===== config.mk =====
export PLATFORM = sky130hd
export DESIGN_NAME = encoder_rpm_p_speed_control_unit
export DESIGN_NICKNAME = d
export VERILOG_FILES = /design/src/hw/rtl/ersc_pkg.sv /design/src/hw/rtl/ersc_div.sv /design/src/hw/rtl/ersc_dp.sv /design/src/hw/rtl/ersc_ctrl.sv /design/src/hw/rtl/encoder_rpm_p_speed_control_unit.sv
export SDC_FILE = /design/constraint.sdc
export NUM_CORES = 2
export LEC_CHECK = 0
export ABC_AREA = 1
export BUFFER_PORTS_ARGS = -buffer_cell sky130_fd_sc_hd__buf_4
export CAP_MARGIN = 20
export CORE_AREA = 2 2 264 266
export DETAILED_ROUTE_END_ITERATION = 10
export DIE_AREA = 0 0 266 268
export HOLD_SLACK_MARGIN = 0.1
export PLACE_DENSITY = 0.85
export SLEW_MARGIN = 20
export SYNTH_ARGS = -nofsm -noshare
export SYNTH_HDL_FRONTEND = slang
export SYNTH_SLANG_ARGS = --single-unit

===== constraint.sdc =====
create_clock -name clk -period 28.1 [get_ports clk]
set_input_delay 2.81 -clock clk [delete_from_list [all_inputs] [get_ports clk]]
set_output_delay 2.81 -clock clk [all_outputs]
set_load 0.005 [all_outputs]

===== src/hw/rtl/ersc_pkg.sv =====
// Shared types and constants for the encoder RPM speed controller.
package ersc_pkg;

	localparam int RPM_W    = 26;
	localparam int GAIN_W   = 8;
	localparam int THR_W    = 16;
	localparam int PBITS_W  = 5;
	localparam int CMD_W    = 2;
	localparam int PERIOD_W = 32;
	localparam int TGT_W    = 16;
	localparam int FRAC_W   = 17;
	localparam int DUTY_W   = 16;
	localparam int CFG_IDX_W = 2;
	localparam int CFG_DATA_W = 26;

	localparam logic [CMD_W-1:0] CMD_TICK  = 2'd0;
	localparam logic [CMD_W-1:0] CMD_START = 2'd1;
	localparam logic [CMD_W-1:0] CMD_STOP  = 2'd2;

	localparam logic [CFG_IDX_W-1:0] CFG_RPM_NUM   = 2'd0;
	localparam logic [CFG_IDX_W-1:0] CFG_PROP_GAIN = 2'd1;
	localparam logic [CFG_IDX_W-1:0] CFG_READY_THR = 2'd2;
	localparam logic [CFG_IDX_W-1:0] CFG_PWM_BITS  = 2'd3;

	localparam logic [RPM_W-1:0]   RST_RPM_NUM   = 26'd60000000;
	localparam logic [GAIN_W-1:0]  RST_PROP_GAIN = 8'd1;
	localparam logic [THR_W-1:0]   RST_READY_THR = 16'd3277;
	localparam logic [PBITS_W-1:0] RST_PWM_BITS  = 5'd8;

	typedef struct packed {
		logic [CMD_W-1:0]    cmd;
		logic [PERIOD_W-1:0] encoder_period;
		logic [TGT_W-1:0]    set_rpm;
		logic [FRAC_W-1:0]   start_duty;
	} in_t;

	typedef struct packed {
		logic [DUTY_W-1:0] duty;
		logic [RPM_W-1:0]  measured_rpm;
		logic              ready_res;
	} out_t;

	typedef struct packed {
		logic [RPM_W-1:0]   rpm_numerator;
		logic [GAIN_W-1:0]  prop_gain;
		logic [THR_W-1:0]   ready_threshold;
		logic [PBITS_W-1:0] pwm_bits;
	} cfg_t;

	typedef struct packed {
		logic load;
		logic div_start;
		logic mul_en;
		logic sum_en;
		logic commit;
	} ctrl_t;

	typedef struct packed {
		logic in_is_tick;
		logic div_done;
	} stat_t;

endpackage


===== src/hw/rtl/ersc_div.sv =====
// Restoring divider, one quotient bit per cycle.
module ersc_div
	import ersc_pkg::*;
(
	input  logic                clk,
	input  logic                arst_n,
	input  logic                start,
	input  logic [RPM_W-1:0]    num,
	input  logic [PERIOD_W-1:0] den,
	output logic [RPM_W-1:0]    quo,
	output logic                done
);

	localparam int CNT_W = $clog2(RPM_W + 1);

	logic [CNT_W-1:0]    cnt_q;
	logic                done_q;
	logic [PERIOD_W:0]   rem_q;
	logic [RPM_W-1:0]    quo_q;
	logic [PERIOD_W-1:0] den_q;
	logic [PERIOD_W:0]   shifted;
	logic                fits;

	assign shifted = {rem_q[PERIOD_W-1:0], quo_q[RPM_W-1]};
	assign fits    = shifted >= {1'b0, den_q};

	always_ff @(posedge clk or negedge arst_n) begin
		if (!arst_n) begin
			cnt_q  <= '0;
			done_q <= 1'b0;
		end else begin
			done_q <= (cnt_q == CNT_W'(1));
			if (start) begin
				cnt_q <= CNT_W'(RPM_W);
			end else if (cnt_q != '0) begin
				cnt_q <= cnt_q - CNT_W'(1);
			end
		end
	end

	always_ff @(posedge clk) begin
		if (start) begin
			rem_q <= '0;
			quo_q <= num;
			den_q <= den;
		end else if (cnt_q != '0) begin
			rem_q <= fits ? (shifted - {1'b0, den_q}) : shifted;
			quo_q <= {quo_q[RPM_W-2:0], fits};
		end
	end

	assign quo  = quo_q;
	assign done = done_q;

endmodule


===== src/hw/rtl/ersc_dp.sv =====
// Datapath: speed, duty update, ready check and result register.
module ersc_dp
	import ersc_pkg::*;
#(
	parameter int MAX_PWM_BITS = 16
) (
	input  logic  clk,
	input  logic  arst_n,
	input  cfg_t  cfg,
	input  in_t   in_data,
	input  ctrl_t ctrl,
	output stat_t stat,
	output out_t  out_data
);

	localparam int DW     = MAX_PWM_BITS;
	localparam int EW     = $clog2(MAX_PWM_BITS + 1);
	localparam int ERR_W  = RPM_W + 1;
	localparam int PROD_W = ERR_W + GAIN_W + 1;
	localparam int SUM_W  = ((DW + 1) > PROD_W ? (DW + 1) : PROD_W) + 1;
	localparam int SD_W   = FRAC_W + DW;
	localparam int CMP_W  = RPM_W + 16;

	logic [CMD_W-1:0]   cmd_q;
	logic [TGT_W-1:0]   tgt_in_q;
	logic [FRAC_W-1:0]  frac_q;
	logic               pzero_q;

	logic [DW-1:0]      duty_q;
	logic [TGT_W-1:0]   target_q;
	logic [RPM_W-1:0]   speed_q;
	logic               ready_q;

	logic [RPM_W-1:0]   div_quo;
	logic               div_done;

	logic [RPM_W-1:0]   spd_new_q;
	logic signed [PROD_W-1:0] prod_q;
	logic [RPM_W-1:0]   mag_q;
	logic [2*TGT_W-1:0] thr_prod_q;
	logic [DW-1:0]      sum_duty_q;
	logic               hit_q;

	out_t               out_q;

	logic [EW-1:0]      eff;
	logic [DW-1:0]      mx;
	logic [RPM_W-1:0]   spd;
	logic signed [ERR_W-1:0] err;
	logic signed [PROD_W-1:0] prod;
	logic signed [SUM_W-1:0] sum;
	logic [SD_W-1:0]    sd_wide;
	logic [DW:0]        sd_shr;
	logic [DW-1:0]      sd_duty;
	logic [DW-1:0]      duty_nx;
	logic [TGT_W-1:0]   target_nx;
	logic [RPM_W-1:0]   speed_nx;
	logic               ready_nx;

	ersc_div u_div (
		.clk    (clk),
		.arst_n (arst_n),
		.start  (ctrl.div_start),
		.num    (cfg.rpm_numerator),
		.den    (in_data.encoder_period),
		.quo    (div_quo),
		.done   (div_done)
	);

	assign stat.in_is_tick = (in_data.cmd == CMD_TICK);
	assign stat.div_done   = div_done;

	always_comb begin
		if (cfg.pwm_bits == '0) begin
			eff = EW'(1);
		end else if ({1'b0, cfg.pwm_bits} > (PBITS_W + 1)'(MAX_PWM_BITS)) begin
			eff = EW'(MAX_PWM_BITS);
		end else begin
			eff = EW'(cfg.pwm_bits);
		end
	end

	assign mx = ~({DW{1'b1}} << eff);

	assign spd  = pzero_q ? '0 : div_quo;
	assign err  = $signed(ERR_W'(target_q)) - $signed(ERR_W'(spd));
	assign prod = $signed({1'b0, cfg.prop_gain}) * err;

	assign sum = $signed(SUM_W'(duty_q)) + SUM_W'(prod_q);

	assign sd_wide = SD_W'(frac_q) << eff;
	assign sd_shr  = sd_wide[SD_W-1:16];
	assign sd_duty = (sd_shr > {1'b0, mx}) ? mx : sd_shr[DW-1:0];

	always_ff @(posedge clk) begin
		if (ctrl.load) begin
			cmd_q    <= in_data.cmd;
			tgt_in_q <= in_data.set_rpm;
			frac_q   <= in_data.start_duty;
			pzero_q  <= (in_data.encoder_period == '0);
		end
		if (ctrl.mul_en) begin
			spd_new_q  <= spd;
			prod_q     <= prod;
			mag_q      <= err[ERR_W-1] ? RPM_W'(-err) : RPM_W'(err);
			thr_prod_q <= cfg.ready_threshold * target_q;
		end
		if (ctrl.sum_en) begin
			if (sum[SUM_W-1]) begin
				sum_duty_q <= '0;
			end else if (sum > $signed(SUM_W'(mx))) begin
				sum_duty_q <= mx;
			end else begin
				sum_duty_q <= sum[DW-1:0];
			end
			hit_q <= ({mag_q, 16'b0} <= CMP_W'(thr_prod_q));
		end
		if (ctrl.commit) begin
			out_q.duty         <= DUTY_W'(duty_nx);
			out_q.measured_rpm <= speed_nx;
			out_q.ready_res    <= ready_nx;
		end
	end

	always_comb begin
		duty_nx   = duty_q;
		target_nx = target_q;
		speed_nx  = speed_q;
		ready_nx  = ready_q;
		case (cmd_q)
			CMD_TICK: begin
				duty_nx  = sum_duty_q;
				speed_nx = spd_new_q;
				ready_nx = ready_q | hit_q;
			end
			CMD_START: begin
				duty_nx   = sd_duty;
				target_nx = tgt_in_q;
			end
			CMD_STOP: begin
				duty_nx   = '0;
				target_nx = '0;
			end
			default: begin
				duty_nx = duty_q;
			end
		endcase
	end

	always_ff @(posedge clk or negedge arst_n) begin
		if (!arst_n) begin
			duty_q   <= '0;
			target_q <= '0;
			speed_q  <= '0;
			ready_q  <= 1'b0;
		end else if (ctrl.commit) begin
			duty_q   <= duty_nx;
			target_q <= target_nx;
			speed_q  <= speed_nx;
			ready_q  <= ready_nx;
		end
	end

	assign out_data = out_q;

endmodule


===== src/hw/rtl/ersc_ctrl.sv =====
// Controller FSM sequencing divide, multiply and sum for ticks, and the result beat.
module ersc_ctrl
	import ersc_pkg::*;
(
	input  logic  clk,
	input  logic  arst_n,
	input  logic  in_valid,
	output logic  in_stall,
	output logic  out_valid,
	input  logic  out_stall,
	input  stat_t stat,
	output ctrl_t ctrl
);

	localparam logic [2:0] S_IDLE = 3'd0;
	localparam logic [2:0] S_DIV  = 3'd1;
	localparam logic [2:0] S_MUL  = 3'd2;
	localparam logic [2:0] S_SUM  = 3'd3;
	localparam logic [2:0] S_DONE = 3'd4;

	logic [2:0] state_q;
	logic [2:0] state_nx;
	logic       out_valid_q;
	logic       out_free;

	assign out_free = !out_valid_q || !out_stall;
	assign in_stall = (state_q != S_IDLE);

	always_comb begin
		state_nx       = state_q;
		ctrl           = '0;
		case (state_q)
			S_IDLE: begin
				if (in_valid) begin
					ctrl.load = 1'b1;
					if (stat.in_is_tick) begin
						ctrl.div_start = 1'b1;
						state_nx       = S_DIV;
					end else begin
						state_nx = S_DONE;
					end
				end
			end
			S_DIV: begin
				if (stat.div_done) begin
					state_nx = S_MUL;
				end
			end
			S_MUL: begin
				ctrl.mul_en = 1'b1;
				state_nx    = S_SUM;
			end
			S_SUM: begin
				ctrl.sum_en = 1'b1;
				state_nx    = S_DONE;
			end
			S_DONE: begin
				if (out_free) begin
					ctrl.commit = 1'b1;
					state_nx    = S_IDLE;
				end
			end
			default: begin
				state_nx = S_IDLE;
			end
		endcase
	end

	always_ff @(posedge clk or negedge arst_n) begin
		if (!arst_n) begin
			state_q     <= S_IDLE;
			out_valid_q <= 1'b0;
		end else begin
			state_q <= state_nx;
			if (ctrl.commit) begin
				out_valid_q <= 1'b1;
			end else if (!out_stall) begin
				out_valid_q <= 1'b0;
			end
		end
	end

	assign out_valid = out_valid_q;

endmodule


===== src/hw/rtl/encoder_rpm_p_speed_control_unit.sv =====
// A tick beat runs the divide, multiply and sum states before its result is committed;
// start and stop go straight to commit. The 26-step restoring divider sets the tick
// time. Items are taken only after the last commits; its result beat may still wait.
// Reset clears duty, target, speed and ready, and loads the register defaults.
// Top level: configuration registers, controller and datapath.
module encoder_rpm_p_speed_control_unit
	import ersc_pkg::*;
#(
	parameter int MAX_PWM_BITS = 16
) (
	input  logic                  clk,
	input  logic                  arst_n,
	input  logic                  in_valid,
	output logic                  in_stall,
	input  in_t                   in_data,
	output logic                  out_valid,
	input  logic                  out_stall,
	output out_t                  out_data,
	input  logic                  cfg_we,
	input  logic [CFG_IDX_W-1:0]  cfg_idx,
	input  logic [CFG_DATA_W-1:0] cfg_wdata
);

	cfg_t  cfg_q;
	ctrl_t ctrl;
	stat_t stat;

	always_ff @(posedge clk or negedge arst_n) begin
		if (!arst_n) begin
			cfg_q.rpm_numerator   <= RST_RPM_NUM;
			cfg_q.prop_gain       <= RST_PROP_GAIN;
			cfg_q.ready_threshold <= RST_READY_THR;
			cfg_q.pwm_bits        <= RST_PWM_BITS;
		end else if (cfg_we) begin
			case (cfg_idx)
				CFG_RPM_NUM:   cfg_q.rpm_numerator   <= cfg_wdata[RPM_W-1:0];
				CFG_PROP_GAIN: cfg_q.prop_gain       <= cfg_wdata[GAIN_W-1:0];
				CFG_READY_THR: cfg_q.ready_threshold <= cfg_wdata[THR_W-1:0];
				CFG_PWM_BITS:  cfg_q.pwm_bits        <= cfg_wdata[PBITS_W-1:0];
				default: begin
					cfg_q <= cfg_q;
				end
			endcase
		end
	end

	ersc_ctrl u_ctrl (
		.clk       (clk),
		.arst_n    (arst_n),
		.in_valid  (in_valid),
		.in_stall  (in_stall),
		.out_valid (out_valid),
		.out_stall (out_stall),
		.stat      (stat),
		.ctrl      (ctrl)
	);

	ersc_dp #(
		.MAX_PWM_BITS (MAX_PWM_BITS)
	) u_dp (
		.clk      (clk),
		.arst_n   (arst_n),
		.cfg      (cfg_q),
		.in_data  (in_data),
		.ctrl     (ctrl),
		.stat     (stat),
		.out_data (out_data)
	);

endmodule


## Yosys cells after proc, flatten, opt, wreduce, memory -nomap -nowiden

Cells that the tools add are included.

| cells by class | value |
|---|---|
| div/mod/pow operators | 0 |
| magnitude comparators | 5 |
| mux-type cells | 29 |
| bitwise operators | 2 |
| reductions and logical operators | 19 |
| eq/ne operators | 14 |
| $mul | 2 |
| add/subtract/negate cells | 5 |
| shift operators | 2 |

Operators with widths:

| cell | count |
|---|---|
| two-way mux 26 bit | 5 |
| one-hot mux 16 bit (3 select lines) | 1 |
| <= comparator 42 x 32 -> 1 bit | 1 |
| adder 17 x 36 -> 37 bit | 1 |
| greater-than comparator 37 x 17 -> 1 bit | 1 |
| multiplier 9 x 27 -> 36 bit | 1 |
| greater-or-equal comparator 33 x 32 -> 1 bit | 1 |
| left shift 17 x 5 -> 33 bit | 1 |
| zero test 32 bit | 1 |
| multiplier 16 x 16 -> 32 bit | 1 |
| two-way mux 16 bit | 2 |
| two-way mux 32 bit | 1 |
| one-hot mux 16 bit (2 select lines) | 1 |
| subtractor 32 bit | 1 |
| subtractor 16 x 26 -> 27 bit | 1 |
| negator 26 bit | 1 |
| two-way mux 5 bit | 4 |
| greater-than comparator 17 x 16 -> 1 bit | 1 |
| NOT 16 bit | 1 |
| left shift 16 x 5 -> 16 bit (first input constant) | 1 |
| one-hot mux 3 bit (5 select lines) | 1 |
| two-way mux 3 bit | 4 |
| AND reduction 2 bit | 5 |
| two-way mux 1 bit | 8 |
| 21 further kinds | 32 |

| word-level totals | value |
|---|---|
| input bits | 100 |
| memory bits (writable) | 0 |
| flip-flop bits (word level) | 430 |
| latch bits | 0 |
| memory bits (read-only) | 0 |
| memories | 0 |

## Depth between registers and ports, before layout

| depth | value |
|---|---|
| word-level depth | 8 |
| gate-level depth with buffers | 40 |
| mapped depth without buffers | 37 |

## By module

A second synthesis with hierarchy kept.

| second synthesis, totals | value |
|---|---|
| cells, all modules | 5,222 |
| area total of the unflattened synthesis | 41,228.3 µm² |

By module, submodules not included:

| module | cells an instance | times used | seq. area each (µm²) | area an instance (µm²) |
|---|---|---|---|---|
| ersc_dp | 3,981 | 1 | 7,962.6 | 32,127.1 |
| ersc_div | 959 | 1 | 2,532.4 | 6,566.3 |
| encoder_rpm_p_speed_control_unit | 244 | 1 | 1,400.1 | 2,283.4 |
| ersc_ctrl | 38 | 1 | 100.1 | 251.5 |

## Worst setup path before layout

OpenSTA, ideal clock, no wires.

| path | value |
|---|---|
| path kind | register -> register |
| start | register u_ctrl.state_q[0] |
| end | register u_ctrl.state_q[0] |
| arrival time | 9,365 ps |
| stages on the path, launching flop included | 6 |
| slack | 18,670 ps |
| path buffers | 0 |
| library setup time | 65 ps |
| path through | dfrtp_1 > nor3_1 > inv_1 > o21ai_0 > nand2_1 > nand2_1 |

| on the way | value |
|---|---|
| longest elaborated chain between the ends | 3 |

Ends and longest elaborated chain:

| what | line | text |
|---|---|---|
| start: declaration | ersc_ctrl.sv:21 | `logic [2:0] state_q;` |
| start signal: assignment | ersc_ctrl.sv:74 | `state_q <= state_nx;` |
| equality test 3 bit, or another cell as far along | ersc_ctrl.sv:32 | `case (state_q)` |
| inequality test 2 x 1 -> 1 bit (no source line) / inequality test 2 bit (equally long branches) | n/a |  |
| AND reduction 3 bit (no source line) | n/a |  |

Parallel ways exist; a longest one is shown, timed or not.
A chain may end at the register's enable or synchronous reset.

## Final worst setup path

| path | value |
|---|---|
| start | register u_dp.target_q[0] |
| end | register u_dp.prod_q[33] (data pin) |

| on the way | value |
|---|---|
| longest elaborated chain between the ends | 2 |

Ends and longest elaborated chain:

| what | line | text |
|---|---|---|
| start: declaration | ersc_dp.sv:30 | `logic [TGT_W-1:0] target_q;` |
| start signal: assignment | ersc_dp.sv:158 | `target_q <= target_nx;` |
| subtractor 16 x 26 -> 27 bit | ersc_dp.sv:86 | `assign err = $signed(ERR_W'(target_q)) - $signed(ERR_W'(spd));` |
| multiplier 9 x 27 -> 36 bit | ersc_dp.sv:87 | `assign prod = $signed({1'b0, cfg.prop_gain}) * err;` |
| via u_dp.prod[33] | ersc_dp.sv:50 | `logic signed [PROD_W-1:0] prod;` |
| end signal: assignment | ersc_dp.sv:104 | `prod_q <= prod;` |
| end: declaration | ersc_dp.sv:38 | `logic signed [PROD_W-1:0] prod_q;` |

The timed path passes the listed nets, and every way through them passes these cells.

==> run_results.csv <==
group,metric,value,unit
sta,hold_viol,0,
clock_network,clkLatencyLatePin,0.62,ns
sta,slew_violations,0,
finish,num_antenna_cells,0,
yosys,async_reset_ff_frac,0.288,
yosys,synth.avg_cell_area,8.07,um^2
placed_design,post-place-ws,20.57,ns
yosys,synth-main-ff-cell,"edfxtp_1",
finish,drive_gt1_frac,0.0768,
setup_path,r2r-end,"u_dp.prod_q[33]$_DFFE_PP_",
finish,nFillCells,5600,
yosys,synth_edf_count,274,
setup_path,cp_slowest_cell,"dfrtp_1",
placed_design,dp_hpwl,86.7,mm
drt,drc,0,
global_route,track_usage,0.323,
setup_path,critPathMaxStageDelay,0.74,ns
drt,avgViaCountPerCell,5.61,
worst_hold_path,holdPathEnd,"u_dp.u_div.rem_q[23]$_SDFFE_PP0P_",
sta,setup_violations,0,
setup_path,critical_path_class,"reg -> reg",
placed_design,place_congestion,0.988,
clock_network,cts-resized-gates,0,
run,maxCapViolCount,0,
floorplanning,core,68200,um^2
yosys,synth_cell_types,66,
clock_network,root_buffer,"clkbuf_16",
finish,nets,5849,
clock_network,cts.sinks,430,
setup_path,r2r_cells,33,
drt,routed_wl,112,mm
status,outcome,"completed",
floorplanning,fp-row-count,96,
yosys,ys_warn_count,0,
finish,area_growth,8.26,%
yosys,netlist_area,40600,um^2
drt,ant_nets,0,
clock_network,htreeDepth,2,
floorplanning,initial_core_util,0.595,
sta,slew_headroom,0.201,
worst_hold_path,hp-start,"u_dp.u_div.rem_q[23]$_SDFFE_PP0P_",
clock_network,cts_buffers,48,
setup_path,cp-start-kind,"register",
global_route,grt_overflow,0,
worst_hold_path,min_path_cells,2,
drt,drt_iter0_markers,3547,
floorplanning,io_pins,145,
yosys,netlist.top_cell.by_area,"edfxtp_1",
sta,setup_tns,0,ns
placed_design,placed_area,42300,um^2
sta,tightest_slew,1.20,ns
clock_network,cts_buffer_depth,3,
setup_path,arrival,7.96,ns
sta,fin_ws,20.48,ns
setup_path,cp-end-kind,"register",
clock_network,cts_setup_buffers,0,
floorplanning,die-area,71300,um^2
setup_path,r2r_slack,20.48,ns
finish,final_area,44000,um^2
yosys,synth_top_area_share,0.203,
yosys,synth_most_common_cell,"nand2_1",
sta,max_freq,131,MHz
floorplanning,fp.dieW,266,um
worst_hold_path,min_path_type,"reg -> reg",
drt,via_count,33700,
global_route,grt_max_degree,113,
setup_path,crit_fanout,20,
clock_network,hold_buffers,0,
global_route,antenna_found_initial,3,
drt,first_pass_iters,9,
global_route,grt_pass1_vias,33900,
floorplanning,die_y,268,um
yosys,yosys-top-cells-area,"edfxtp_1 20%, fa_1 18%, nand2_1 12%",
placed_design,port_buffers,144,
sta,finClkSkew,0.0250,ns
sta,post-route-period-util,0.271,
sta,finalCriticalPeriod,7.62,ns
yosys,yosys-top-cells-count,"1,339 x nand2_1, 981 x inv_1, 365 x fa_1, 349 x nor2_1, 295 x ha_1",
yosys,synth_seq_area_share,0.295,
setup_path,reg2reg_from,"u_dp.target_q[0]$_DFFE_PN0P_",
global_route,grt_pass1_wl,180,mm
clock_network,cts_tree,"done",
yosys,ys_ff_latch,430,
setup_path,worstPathRequired,28.45,ns
setup_path,cpMostUsedCell,"inv_1",
clock_network,clk_pin_slew,0.06,ns
drt,routedWlPerCell,18.7,um
sta,rsz0062_at_grt,"false",
yosys,synth_cells,5032,
## per-stage QoR
step / std cells / utilization / hold slack (ns)
after floorplan: 5033 / - / 0.440
after global placement: 5920 / 0.620 / 0.451
after detailed placement: 5921 / 0.621 / 0.459
after CTS: 6011 / 0.644 / 0.475
after global routing: 6011 / 0.644 / 0.492
final: 6011 / 0.644 / 0.476
## critical path: cells and delay by family, from the launching register on
| family | cells | cell delay, ns |
|---|---|---|
| XOR/XNOR | 1 | 0.14 |
| AO/OA/AOI/OAI | 2 | 0.26 |
| adder cells (fa/ha/maj) | 7 | 3.11 |
| buffers and inverters | 8 | 1.28 |
| AND/OR/NAND/NOR | 15 | 1.79 |
| flip-flops | 1 | 0.74 |
## how the worst max path moves through the flow
stage	startpoint	endpoint	slack (ns)
global placement	u_dp.pzero_q$_DFFE_PP_	u_dp.prod_q[33]$_DFFE_PP_	20.69
floorplan	u_ctrl.state_q[0]$_DFFE_PN0P_	u_ctrl.state_q[0]$_DFFE_PN0P_	18.67
global route	u_dp.pzero_q$_DFFE_PP_	u_dp.prod_q[33]$_DFFE_PP_	19.98
detailed placement	u_dp.pzero_q$_DFFE_PP_	u_dp.prod_q[33]$_DFFE_PP_	20.57
finish	u_dp.target_q[0]$_DFFE_PN0P_	u_dp.prod_q[33]$_DFFE_PP_	20.48
CTS	u_dp.pzero_q$_DFFE_PP_	u_dp.prod_q[33]$_DFFE_PP_	20.55
## layout make-up
type	count	area, um^2	area share
multi-input combinational	3436	24200	0.550
timing repair buffer	169	1290	0.0293
clock buffer	67	1360	0.0308
sequential	430	12000	0.273
clock inverter	23	268	0.00609
inverter	1004	3770	0.0857
tap	882	1100	0.0251
## layout by cell type (no fill, tap or decap), drive strengths merged, types with 6 or more instances in the layout
| cell | count |
|---|---|
| nor4 | 22 |
| o211ai | 25 |
| a21o | 11 |
| dfrtp | 105 |
| inv | 1003 |
| nand4 | 38 |
| nand2 | 1372 |
| nand3 | 252 |
| a21oi | 173 |
| ha | 295 |
| a31oi | 8 |
| a211oi | 7 |
| nor2 | 367 |
| mux2 | 10 |
| or2 | 6 |
| clkbuf | 67 |
| clkinv | 17 |
| dfxtp | 32 |
| dfstp | 19 |
| xnor2 | 45 |
| edfxtp | 274 |
| nand3b | 17 |
| o21ai | 241 |
| a21boi | 25 |
| xor2 | 87 |
| fa | 365 |
| buf | 169 |
| nor3 | 28 |
| o21bai | 15 |
## cells by family after synthesis
family	Yosys count	share of synthesized area
multiplexers	10	0.00277
AO/OA/AOI/OAI	527	0.0738
adder cells (fa/ha/maj)	660	0.271
AND/OR/NAND/NOR	2105	0.216
other	1	0.0000923
buffers and inverters	1167	0.110
XOR/XNOR	132	0.0312
flip-flops	430	0.295
## per-layer routing
layer,vias to the layer above,global-route usage,wire (um)
li1,15800,-,-
met1,16000,0.411,44200
met2,1635,0.541,52700
met3,348,0.0520,9240
met4,4,0.158,6210
met5,-,0,26
## state kept, by name (all words and copies together), names as in the netlist, 3 cells and up
name,cells
u_dp.target_q,16
u_dp.spd_new_q,26
u_dp.speed_q,26
u_dp.prod_q,36
u_dp.tgt_in_q,16
u_dp.frac_q,17
u_dp.sum_duty_q,16
u_dp.thr_prod_q,32
u_ctrl.state_q,3
u_dp.out_data,43
u_dp.duty_q,16
u_dp.u_div.cnt_q,5
u_dp.u_div.den_q,32
u_dp.u_div.rem_q,32
u_dp.u_div.quo,26
cfg_q,55
u_dp.mag_q,26
Power is left out: the tool's default activity adds up to more than one toggle a clock period on the data nets, which glitch-free logic cannot reach.
